--- src/rtl/lzw_pkg.sv ---
`timescale 1ns / 1ps

package lzw_pkg;

	localparam int DictSize  = 1024;
	localparam int CodeW     = 10;
	localparam int LimitW    = 11;
	localparam int FirstCode = 256;

	typedef struct packed {
		logic [7:0] data_byte;
		logic       end_of_message;
	} in_item_t;

	typedef struct packed {
		logic [CodeW-1:0] code_word;
		logic             final_code;
		logic             dictionary_full;
	} out_item_t;

	typedef struct packed {
		logic latch_in;
		logic first_byte;
		logic search_start;
		logic search_step;
		logic hit_take;
		logic emit_miss;
		logic emit_final;
	} dp_cmd_t;

	typedef struct packed {
		logic present;
		logic eom;
		logic hit;
		logic miss_done;
		logic out_free;
	} dp_stat_t;

endpackage

--- src/rtl/lzw_ctrl.sv ---
`timescale 1ns / 1ps

module lzw_ctrl import lzw_pkg::*; (
	input  logic     clk,
	input  logic     arst_n,
	input  logic     in_valid,
	output logic     in_ready,
	input  dp_stat_t stat,
	output dp_cmd_t  cmd
);

	localparam logic [2:0] ST_IDLE   = 3'd0;
	localparam logic [2:0] ST_DECIDE = 3'd1;
	localparam logic [2:0] ST_SEARCH = 3'd2;
	localparam logic [2:0] ST_MISS   = 3'd3;
	localparam logic [2:0] ST_FINAL  = 3'd4;

	logic [2:0] state_q;
	logic [2:0] state_d;

	assign in_ready = (state_q == ST_IDLE);

	always_comb begin
		cmd     = '0;
		state_d = state_q;
		unique case (state_q)
			ST_IDLE: begin
				cmd.latch_in = in_valid;
				if (in_valid) state_d = ST_DECIDE;
			end
			ST_DECIDE: begin
				if (!stat.present) begin
					cmd.first_byte = 1'b1;
					state_d = stat.eom ? ST_FINAL : ST_IDLE;
				end else begin
					cmd.search_start = 1'b1;
					state_d = ST_SEARCH;
				end
			end
			ST_SEARCH: begin
				cmd.search_step = 1'b1;
				if (stat.hit) begin
					cmd.hit_take = 1'b1;
					state_d = stat.eom ? ST_FINAL : ST_IDLE;
				end else if (stat.miss_done) begin
					state_d = ST_MISS;
				end
			end
			ST_MISS: begin
				if (stat.out_free) begin
					cmd.emit_miss = 1'b1;
					state_d = stat.eom ? ST_FINAL : ST_IDLE;
				end
			end
			ST_FINAL: begin
				if (stat.out_free) begin
					cmd.emit_final = 1'b1;
					state_d = ST_IDLE;
				end
			end
			default: state_d = ST_IDLE;
		endcase
	end

	always_ff @(posedge clk or negedge arst_n) begin
		if (!arst_n) begin
			state_q <= ST_IDLE;
		end else begin
			state_q <= state_d;
		end
	end

endmodule

--- config.mk ---
export PLATFORM = sky130hd
export DESIGN_NAME = lzw_ctrl
export DESIGN_NICKNAME = d
export VERILOG_FILES = /design/src/rtl/lzw_pkg.sv /design/src/rtl/lzw_ctrl.sv
export SDC_FILE = /design/constraint.sdc
export NUM_CORES = 1
export LEC_CHECK = 0
export ABC_AREA = 1
export BUFFER_PORTS_ARGS = -buffer_cell sky130_fd_sc_hd__buf_2
export CORE_AREA = 2 2 39 41
export DETAILED_ROUTE_END_ITERATION = 6
export DIE_AREA = 0 0 41 43
export SETUP_SLACK_MARGIN = 0.15
export SYNTH_ARGS = -nofsm -noshare
export SYNTH_HDL_FRONTEND = slang
export SYNTH_SLANG_ARGS = --single-unit
--- constraint.sdc ---
create_clock -name clk -period 2.3 [get_ports clk]
set_input_delay 0.345 -clock clk [delete_from_list [all_inputs] [get_ports clk]]
set_output_delay 0.345 -clock clk [all_outputs]
set_load 0.005 [all_outputs]
### Yosys cells after proc, flatten, opt, wreduce, memory -nomap -nowiden

Cells that the tools add are included.

* bits in registers: 3

* reduce and logical (&&, ||, !) cells: 2
* mux-type cells: 17
* eq/ne operators: 8

Operator list (count)
* 3-bit two-way mux: 7
* 3-bit one-hot mux with 5 select lines: 1
* 1-bit two-way mux: 7
* 3-bit by 2-bit == test with 1-bit output (second input constant): 2
* 2-bit != test (second input constant): 3
* 2-bit two-way mux: 2
* 4-bit AND reduction: 1
* 3-bit by 1-bit == test with 1-bit output (second input constant): 1
* 3-bit == test (second input constant): 1
* 3-bit zero test: 1
* 3-bit != test (second input constant): 1

### Longest topological paths before layout

Gate-level depths: netlist of run 1.

* word-level depth: 3
* mapped depth: 7
* mapped depth without buffers: 7

### Least setup slack after synthesis of run 1

OpenSTA, ideal clock, no wires.

* path kind: register -> output
* from: register state_q[2]
* to: output port cmd[2] (netlist bit)
* path buffers: 0
* arrival time: 0.775 ns
* path slack: 1.180 ns
* cell stages (with the launch flop): 4
* cells stage by stage: dfrtp_1 nor2_2 nand2_1 nor2_1

RTL lines
* start: declaration: line lzw_ctrl.sv:18 `logic [2:0] state_q;`
* start signal: assignment: line lzw_ctrl.sv:69 `state_q <= state_d;`
* end: declaration: line lzw_ctrl.sv:9 `output dp_cmd_t cmd`

==> out/metrics.json, run 1 <==
{
  "yosys": {
    "synth-seq-area-share_pct": 28.3,
    "post_synth.cell_area_avg_um2": 5.77,
    "synth.cells.most_frequent": "13 x sky130_fd_sc_hd__nand2_1, 8 x sky130_fd_sc_hd__inv_1, 7 x sky130_fd_sc_hd__nor2_1",
    "ys_top_cells_by_area": "sky130_fd_sc_hd__dfrtp_1 28%, sky130_fd_sc_hd__nand2_1 18%, sky130_fd_sc_hd__inv_1 11%, sky130_fd_sc_hd__nor2_1 9.9%, sky130_fd_sc_hd__nand3_1 9.4%",
    "yosys.cell_types.count": 12,
    "synth_top_flop_cell": "sky130_fd_sc_hd__dfrtp_1",
    "synth_largest_area_cell": "sky130_fd_sc_hd__dfrtp_1",
    "mappedNetlistArea_um2": 265,
    "ys_seq_elements": 3,
    "number_of_instances_in_the_synthesized_netlist": 46,
    "synth_enable_flop_cells": 0,
    "synth.most_common_cell": "sky130_fd_sc_hd__nand2_1",
    "synth_async_sr_flop_share_pct": 100,
    "synth.yosys.warnings": 0,
    "netlist.area_leader.share_pct": 28.3,
    "syn-num-nets": 54
  },
  "hold_path": {
    "min-delay-path-class": "in -> async"
  },
  "floorplan": {
    "core_mm2": 0.00138,
    "die_h_um": 43,
    "overall_die_area_mm2": 0.00176,
    "start_util_pct": 19.2,
    "placementRows": 14,
    "fp.dieW_um": 41,
    "io_pins": 16
  },
  "routing": {
    "dr.pass1.iters": 4,
    "antenna_left": 0,
    "drt_iter0_markers": 13,
    "viasPerCell": 4.41,
    "detail_route.drc_violations": 0,
    "routedWlPerCell_um": 8.35,
    "route.vias.total": 362,
    "totalWireLength_um": 685
  },
  "setup_path": {
    "cp-start-kind": "flop",
    "worst-path-max-fanout": 7,
    "start_to_end_type_of_the_worst_setup_path": "reg -> out",
    "cp_data_required_time_ps": 1960,
    "cp_data_arrival_time_ps": 1210,
    "setup.worst_path.end_class": "output pin"
  },
  "grt": {
    "grt_start_max_net_pins": 8,
    "overflow": 0,
    "grt_pass1_wl_um": 1060,
    "first_global_vias": 291,
    "grt_usage_pct": 9.48,
    "grt_antenna_before_repair": 0
  },
  "finish": {
    "antenna-diode-count": 0,
    "flip_flop_count_of_the_largest_register_all_copies_and_words_added": 3,
    "final_core_utilization_pct": 28.7,
    "largest-register": "state_q",
    "largest_registers": "state_q (3)",
    "proportion_of_layout_cells_with_a_drive_suffix_above_1_pct": 34.8,
    "nNetsFinal": 75,
    "area_growth_syn_to_layout_pct": 49.5
  },
  "timing": {
    "hold_violations": 0,
    "timing.final.ws_setup_ps": 748,
    "worst_pin_slew_ps": 250,
    "timing.setup.tns_ps": 0,
    "rsz_0062_raised_after_global_routing": "false",
    "fin_skew_ps": 3.05,
    "timing_max_transition_violations_final": 0,
    "post-route-period-util_pct": 67.5,
    "post-route-min-period_ps": 1550,
    "final-setup-viol-count": 0,
    "maxClockFrequency_mhz": 644,
    "slew_headroom_pct": 83.3
  },
  "clock_tree": {
    "tritoncts.num_buffers": 3,
    "tritoncts_num_sinks": 3,
    "root_buffer_cell": "sky130_fd_sc_hd__clkbuf_4",
    "cts_max_path_buffers": 2,
    "cts_tree": "yes",
    "clkLatencyLatePin_ps": 240,
    "cts_h_tree_lvls": 1,
    "clk_transition_reported_paths_ps": 40
  },
  "power": {
    "power.static_leakage_nw": 0.267,
    "power-per-cell-area_mw_per_mm2": 1070,
    "peakVddDrop_mv": 0.197
  },
  "run": {
    "maxCapViolCount": 0
  },
  "place": {
    "place.port_buffers": 15,
    "dpl.hpwl_um": 540,
    "finalWeightedCongestion": 0.750,
    "place_worst_setup_slack_ps": 1020
  },
  "run_status": {
    "status": "finished, final reports clean"
  }
}
## per-stage QoR
step                      total power [mW]  hold slack [ps]  instances  area (um^2)
after floorplan                      0.251             49.4         46          265
after global routing                 0.463              466         82          397
final                                0.424              427         82          397
after CTS                            0.428              428         82          397
after global placement               0.327              142         77          360
after detailed placement             0.326              142         77          360
## cells in the final DEF (no fill, tap or decap)
| cell | Yosys | layout |
|---|---|---|
| sky130_fd_sc_hd__inv_2 | 3 | 3 |
| sky130_fd_sc_hd__dfrtp_1 | 3 | 3 |
| sky130_fd_sc_hd__o211ai_1 | 1 | 1 |
| sky130_fd_sc_hd__dlygate4sd3_1 | 0 | 1 |
| sky130_fd_sc_hd__nor2_2 | 1 | 1 |
| sky130_fd_sc_hd__clkbuf_1 | 0 | 1 |
| sky130_fd_sc_hd__inv_1 | 8 | 8 |
| sky130_fd_sc_hd__o21bai_2 | 1 | 1 |
| sky130_fd_sc_hd__nor3_1 | 1 | 1 |
| sky130_fd_sc_hd__nand3_1 | 5 | 5 |
| sky130_fd_sc_hd__nor4_1 | 2 | 2 |
| sky130_fd_sc_hd__buf_2 | 0 | 15 |
| sky130_fd_sc_hd__nand2_1 | 13 | 13 |
| sky130_fd_sc_hd__clkbuf_4 | 0 | 3 |
| sky130_fd_sc_hd__nand4_1 | 1 | 1 |
| sky130_fd_sc_hd__nor2_1 | 7 | 7 |
## repair_timing
action                    in CTS  in global routing
hold endpoints to repair       3                  0
resized for setup              0                  0
buffers inserted               0                  0
hold buffers                   1                  0
## worst max-delay path, cell delays in order (launching register included)
cell and delay [ps]:
sky130_fd_sc_hd__dfrtp_1 450, sky130_fd_sc_hd__nor2_2 230, sky130_fd_sc_hd__nand2_1 90, sky130_fd_sc_hd__nor2_1 80, sky130_fd_sc_hd__buf_2 110
## power by group
| group | leakage (nW) | switching, mW | total [mW] | internal (mW) |
|---|---|---|---|---|
| Clock | 0.0150 | 0.0292 | 0.0943 | 0.0651 |
| Combinational | 0.213 | 0.131 | 0.220 | 0.0886 |
| Sequential | 0.0391 | 0.0350 | 0.110 | 0.0748 |
## path summary, 6_finish.rpt
check | start | end | slack, ps | depth (start not counted)
max in group asynchronous | arst_n | state_q[1] | 1770 | 2
min in group clk | stat[0] | state_q[0] | 430 | 4
min | arst_n | state_q[0] | 430 | 2
min reg2reg | state_q[2] | state_q[2] | 690 | 2
max reg2reg | state_q[2] | state_q[2] | 1180 | 6
max | state_q[2] | cmd[2] | 750 | 4
## routing by layer
layer,vias to the layer above,global-route usage [%],part of all wire (%),routed length [um]
met5,-,0,0,0
li1,181,-,-,-
met1,158,11.4,41,284
met2,19,11.9,47,323
met4,0,10.0,2.8,19
met3,4,3.14,8.5,58
## layout make-up
type / count / area (um^2)
fillers: 159 / 987
multi-input cells: 32 / 149
repair buffers: 16 / 85.1
flip-flops and latches: 3 / 75.1
inverters: 11 / 41.3
clock buffers: 4 / 26.3
well taps: 16 / 20.0
## logic make-up after synthesis
logic type             after synthesis  synth area share, %
buffers and inverters               11                 15.6
AND/OR/NAND/NOR                     30                 49.1
flip-flops                           3                 28.3
AO/OA/AOI/OAI                        2                 7.08
Note: power is estimated with default switching activity, not from simulation.
==> run 2: changes to the inputs <==
clock period = 1.3 ns   (was 2.3 ns; I/O delays follow)
==> run 2 against run 1 <==
Effect of this change:
- the run now ends with negative setup slack left
- via count rose by 6.1%
- combinational power rose to 3.0 times the previous value
- design area rose by 28%
- cell count rose by 4.9%
- first-iteration DRC count fell by 38%
- non-clock buffer count rose by 4
- die area did not move
- clock skew barely moved
- utilization rose by 8.0 points
- total power rose to 2.5 times the previous value
==> out/metrics.json, run 2 (synthesized netlist as in run 1, its figures left out) <==
{
  "setup_path": {
    "timing.critical_path.cells": "nor2_4 -> nand2_2 -> nor2_1 -> buf_2",
    "cp_data_required_time": {"value": 1110, "unit": "ps", "change": "-850 ps"},
    "critical-path-max-stage-delay": {"value": 470, "unit": "ps", "change": "+20 ps"},
    "reg2reg_from": "state_q[1]",
    "setup.worst_path.end_class": "output pin",
    "critical_path.slowest_cell": "sky130_fd_sc_hd__dfrtp_2",
    "rr_worst_depth": {"value": 9, "change": "+3"},
    "critical-path-top-delay-family": "flip-flops",
    "worst-path-max-fanout": {"value": 5, "change": "-2"},
    "timing.critical_path.buf_inv": {"value": 1, "change": "unchanged"},
    "reg2reg_slack": {"value": 20, "unit": "ps", "change": "-1160 ps"},
    "start_to_end_type_of_the_worst_setup_path": "reg -> out",
    "cp_data_arrival_time": {"value": 1170, "unit": "ps", "change": "-40 ps"},
    "cp-start-kind": "flop",
    "timing.rr.end": "state_q[2]"
  },
  "floorplan": {
    "io_pins": {"value": 16, "change": "unchanged"},
    "fp.dieW": {"value": 41, "unit": "um", "change": "unchanged"},
    "core": {"value": 0.00138, "unit": "mm^2", "change": "unchanged"},
    "die_h": {"value": 43, "unit": "um", "change": "unchanged"},
    "overall_die_area": {"value": 0.00176, "unit": "mm^2", "change": "unchanged"},
    "start_util": {"value": 19.2, "unit": "%", "change": "unchanged"},
    "placementRows": {"value": 14, "change": "unchanged"}
  },
  "finish": {
    "final_core_utilization": {"value": 36.7, "unit": "%", "change": "+8.0 points"},
    "antenna-diode-count": {"value": 0, "change": "unchanged"},
    "largest_registers": "state_q (3)",
    "nNetsFinal": {"value": 79, "change": "+5.3%"},
    "most_used_cells_in_the_layout_excluding_fill_and_tap_cells": "14 x sky130_fd_sc_hd__buf_2, 10 x sky130_fd_sc_hd__nand2_1, 7 x sky130_fd_sc_hd__inv_1",
    "area_growth_syn_to_layout_pct": 91.5,
    "flip_flop_count_of_the_largest_register_all_copies_and_words_added": {"value": 3, "change": "unchanged"},
    "layout.cells.non_filler": {"value": 86, "change": "+4.9%"},
    "proportion_of_layout_cells_with_a_drive_suffix_above_1": {"value": 60.0, "unit": "%", "change": "+25 points"},
    "layout.filler_cells": {"value": 155, "change": "-2.5%"},
    "layout_commonest_cell": "sky130_fd_sc_hd__buf_2",
    "largest-register": "state_q",
    "postLayoutCellArea": {"value": 508, "unit": "um^2", "change": "+28%"}
  },
  "grt": {
    "grt_start_max_net_pins": {"value": 8, "change": "unchanged"},
    "grt_antenna_before_repair": {"value": 0, "change": "unchanged"},
    "overflow": {"value": 0, "change": "unchanged"},
    "grt_usage": {"value": 10.7, "unit": "%", "change": "+1.2 points"},
    "first_global_vias": {"value": 318, "change": "+9.3%"},
    "grt_pass1_wl": {"value": 1230, "unit": "um", "change": "+16%"}
  },
  "routing": {
    "detail_route.drc_violations": {"value": 0, "change": "unchanged"},
    "dr.pass1.iters": {"value": 4, "change": "unchanged"},
    "antenna_left": {"value": 0, "change": "unchanged"},
    "routedWlPerCell": {"value": 11.1, "unit": "um", "change": "+33%"},
    "viasPerCell": {"value": 4.47, "change": "+1.1%"},
    "drt_iter0_markers": {"value": 8, "change": "-5"},
    "totalWireLength": {"value": 954, "unit": "um", "change": "+39%"},
    "route.vias.total": {"value": 384, "change": "+6.1%"}
  },
  "place": {
    "place_worst_setup_slack": {"value": 174, "unit": "ps", "change": "-850 ps"},
    "dpl.hpwl": {"value": 540, "unit": "um", "change": "unchanged"},
    "place.port_buffers": {"value": 15, "change": "unchanged"},
    "post_dp_cell_area": {"value": 360, "unit": "um^2", "change": "unchanged"},
    "finalWeightedCongestion": {"value": 0.750, "change": "unchanged"},
    "dp.cells": {"value": 77, "change": "unchanged"}
  },
  "clock_tree": {
    "cts_h_tree_lvls": {"value": 1, "change": "unchanged"},
    "cts_tree": "yes",
    "root_buffer_cell": "sky130_fd_sc_hd__clkbuf_4",
    "tritoncts.num_buffers": {"value": 3, "change": "unchanged"},
    "clkLatencyLatePin": {"value": 240, "unit": "ps", "change": "about the same"},
    "tritoncts_num_sinks": {"value": 3, "change": "unchanged"},
    "clk_transition_reported_paths": {"value": 40, "unit": "ps", "change": "about the same"},
    "cts_max_path_buffers": {"value": 2, "change": "unchanged"}
  },
  "timing": {
    "slew_headroom": {"value": 86.0, "unit": "%", "change": "+2.7 points"},
    "final-setup-viol-count": {"value": 5, "change": "+5"},
    "timing_max_transition_violations_final": {"value": 0, "change": "unchanged"},
    "post-route-min-period_ps": 1370,
    "hold_violations": {"value": 0, "change": "unchanged"},
    "worst_pin_slew": {"value": 210, "unit": "ps", "change": "-40.0 ps"},
    "fin_skew": {"value": 2.82, "unit": "ps", "change": "-0.233 ps"},
    "timing.final.ws_setup": {"value": -68.0, "unit": "ps", "change": "-816 ps"},
    "post-route-period-util_pct": 105,
    "maxClockFrequency_mhz": 731,
    "rsz_0062_raised_after_global_routing": "true"
  },
  "hold_path": {
    "min-delay-path-class": "in -> async"
  },
  "power": {
    "peakVddDrop": {"value": 0.509, "unit": "mV", "change": "+160%"},
    "total_power": {"value": 1.07, "unit": "mW", "change": "+150%"},
    "power-per-cell-area": {"value": 2110, "unit": "mW/mm^2", "change": "+97%"},
    "power.static_leakage": {"value": 0.291, "unit": "nW", "change": "+9.0%"}
  },
  "run_status": {
    "failed_checks": "negative setup slack",
    "status": "finished, violations left"
  },
  "run": {
    "maxCapViolCount": {"value": 0, "change": "unchanged"}
  }
}
==> run 2: worst register-to-register path: cells and delay by family, from the launching register on <==
kind	cells	cell delay, ps
flops	1	470
simple gates	6	390
buf+inv	3	350
==> run 2: layer usage <==
metal / share of wire (%) / GRT usage [%] / wire length (um)
met2: 54 / 14.7 / 518
met4: 2.1 / 10.0 / 20
met3: 5.7 / 3.14 / 54
met1: 38 / 12.4 / 361
met5: 0 / 0 / 0
==> run 2: per-stage QoR <==
step	TNS (ps)	hold WS, ps
floorplan	0	-101
global placement	0	-7.53
detailed placement	0	-8.20
CTS	-5.67	278
global route	-477	316
finish	-188	273
==> run 2: worst max-delay path by stage <==
stage	depth (start not counted)	slack [ps]	start	end
finish	4	-70	state_q[1]	cmd[6]
global route	5	-100	state_q[1]	cmd[2]
CTS	4	-4	state_q[2]	cmd[4]
detailed placement	4	170	state_q[2]	cmd[2]
global placement	4	160	state_q[2]	cmd[2]
floorplan	6	280	state_q[0]	state_q[2]
==> run 2: power by group <==
part           internal (mW)  switching (mW)  leakage [nW]
combinational          0.315           0.339         0.241
clock                  0.116          0.0560        0.0150
sequential             0.140           0.105        0.0349
==> run 2: repair_timing <==
action / in CTS / in global routing
resized for setup: 9 / 14
pin swaps: 4 / 7
buffers inserted: 2 / 2
endpoints found under the hold margin: 3 / 0
endpoints found under the setup margin: 8 / 11
hold buffers: 1 / 0
==> run 2: area by class of cell <==
type	instances	area [um^2]	area share (%)
clock buffer	4	26.3	5.17
tap	16	20.0	3.94
timing repair buffer	20	125	24.6
inverter	11	46.3	9.11
multi-input combinational	32	211	41.6
sequential	3	78.8	15.5
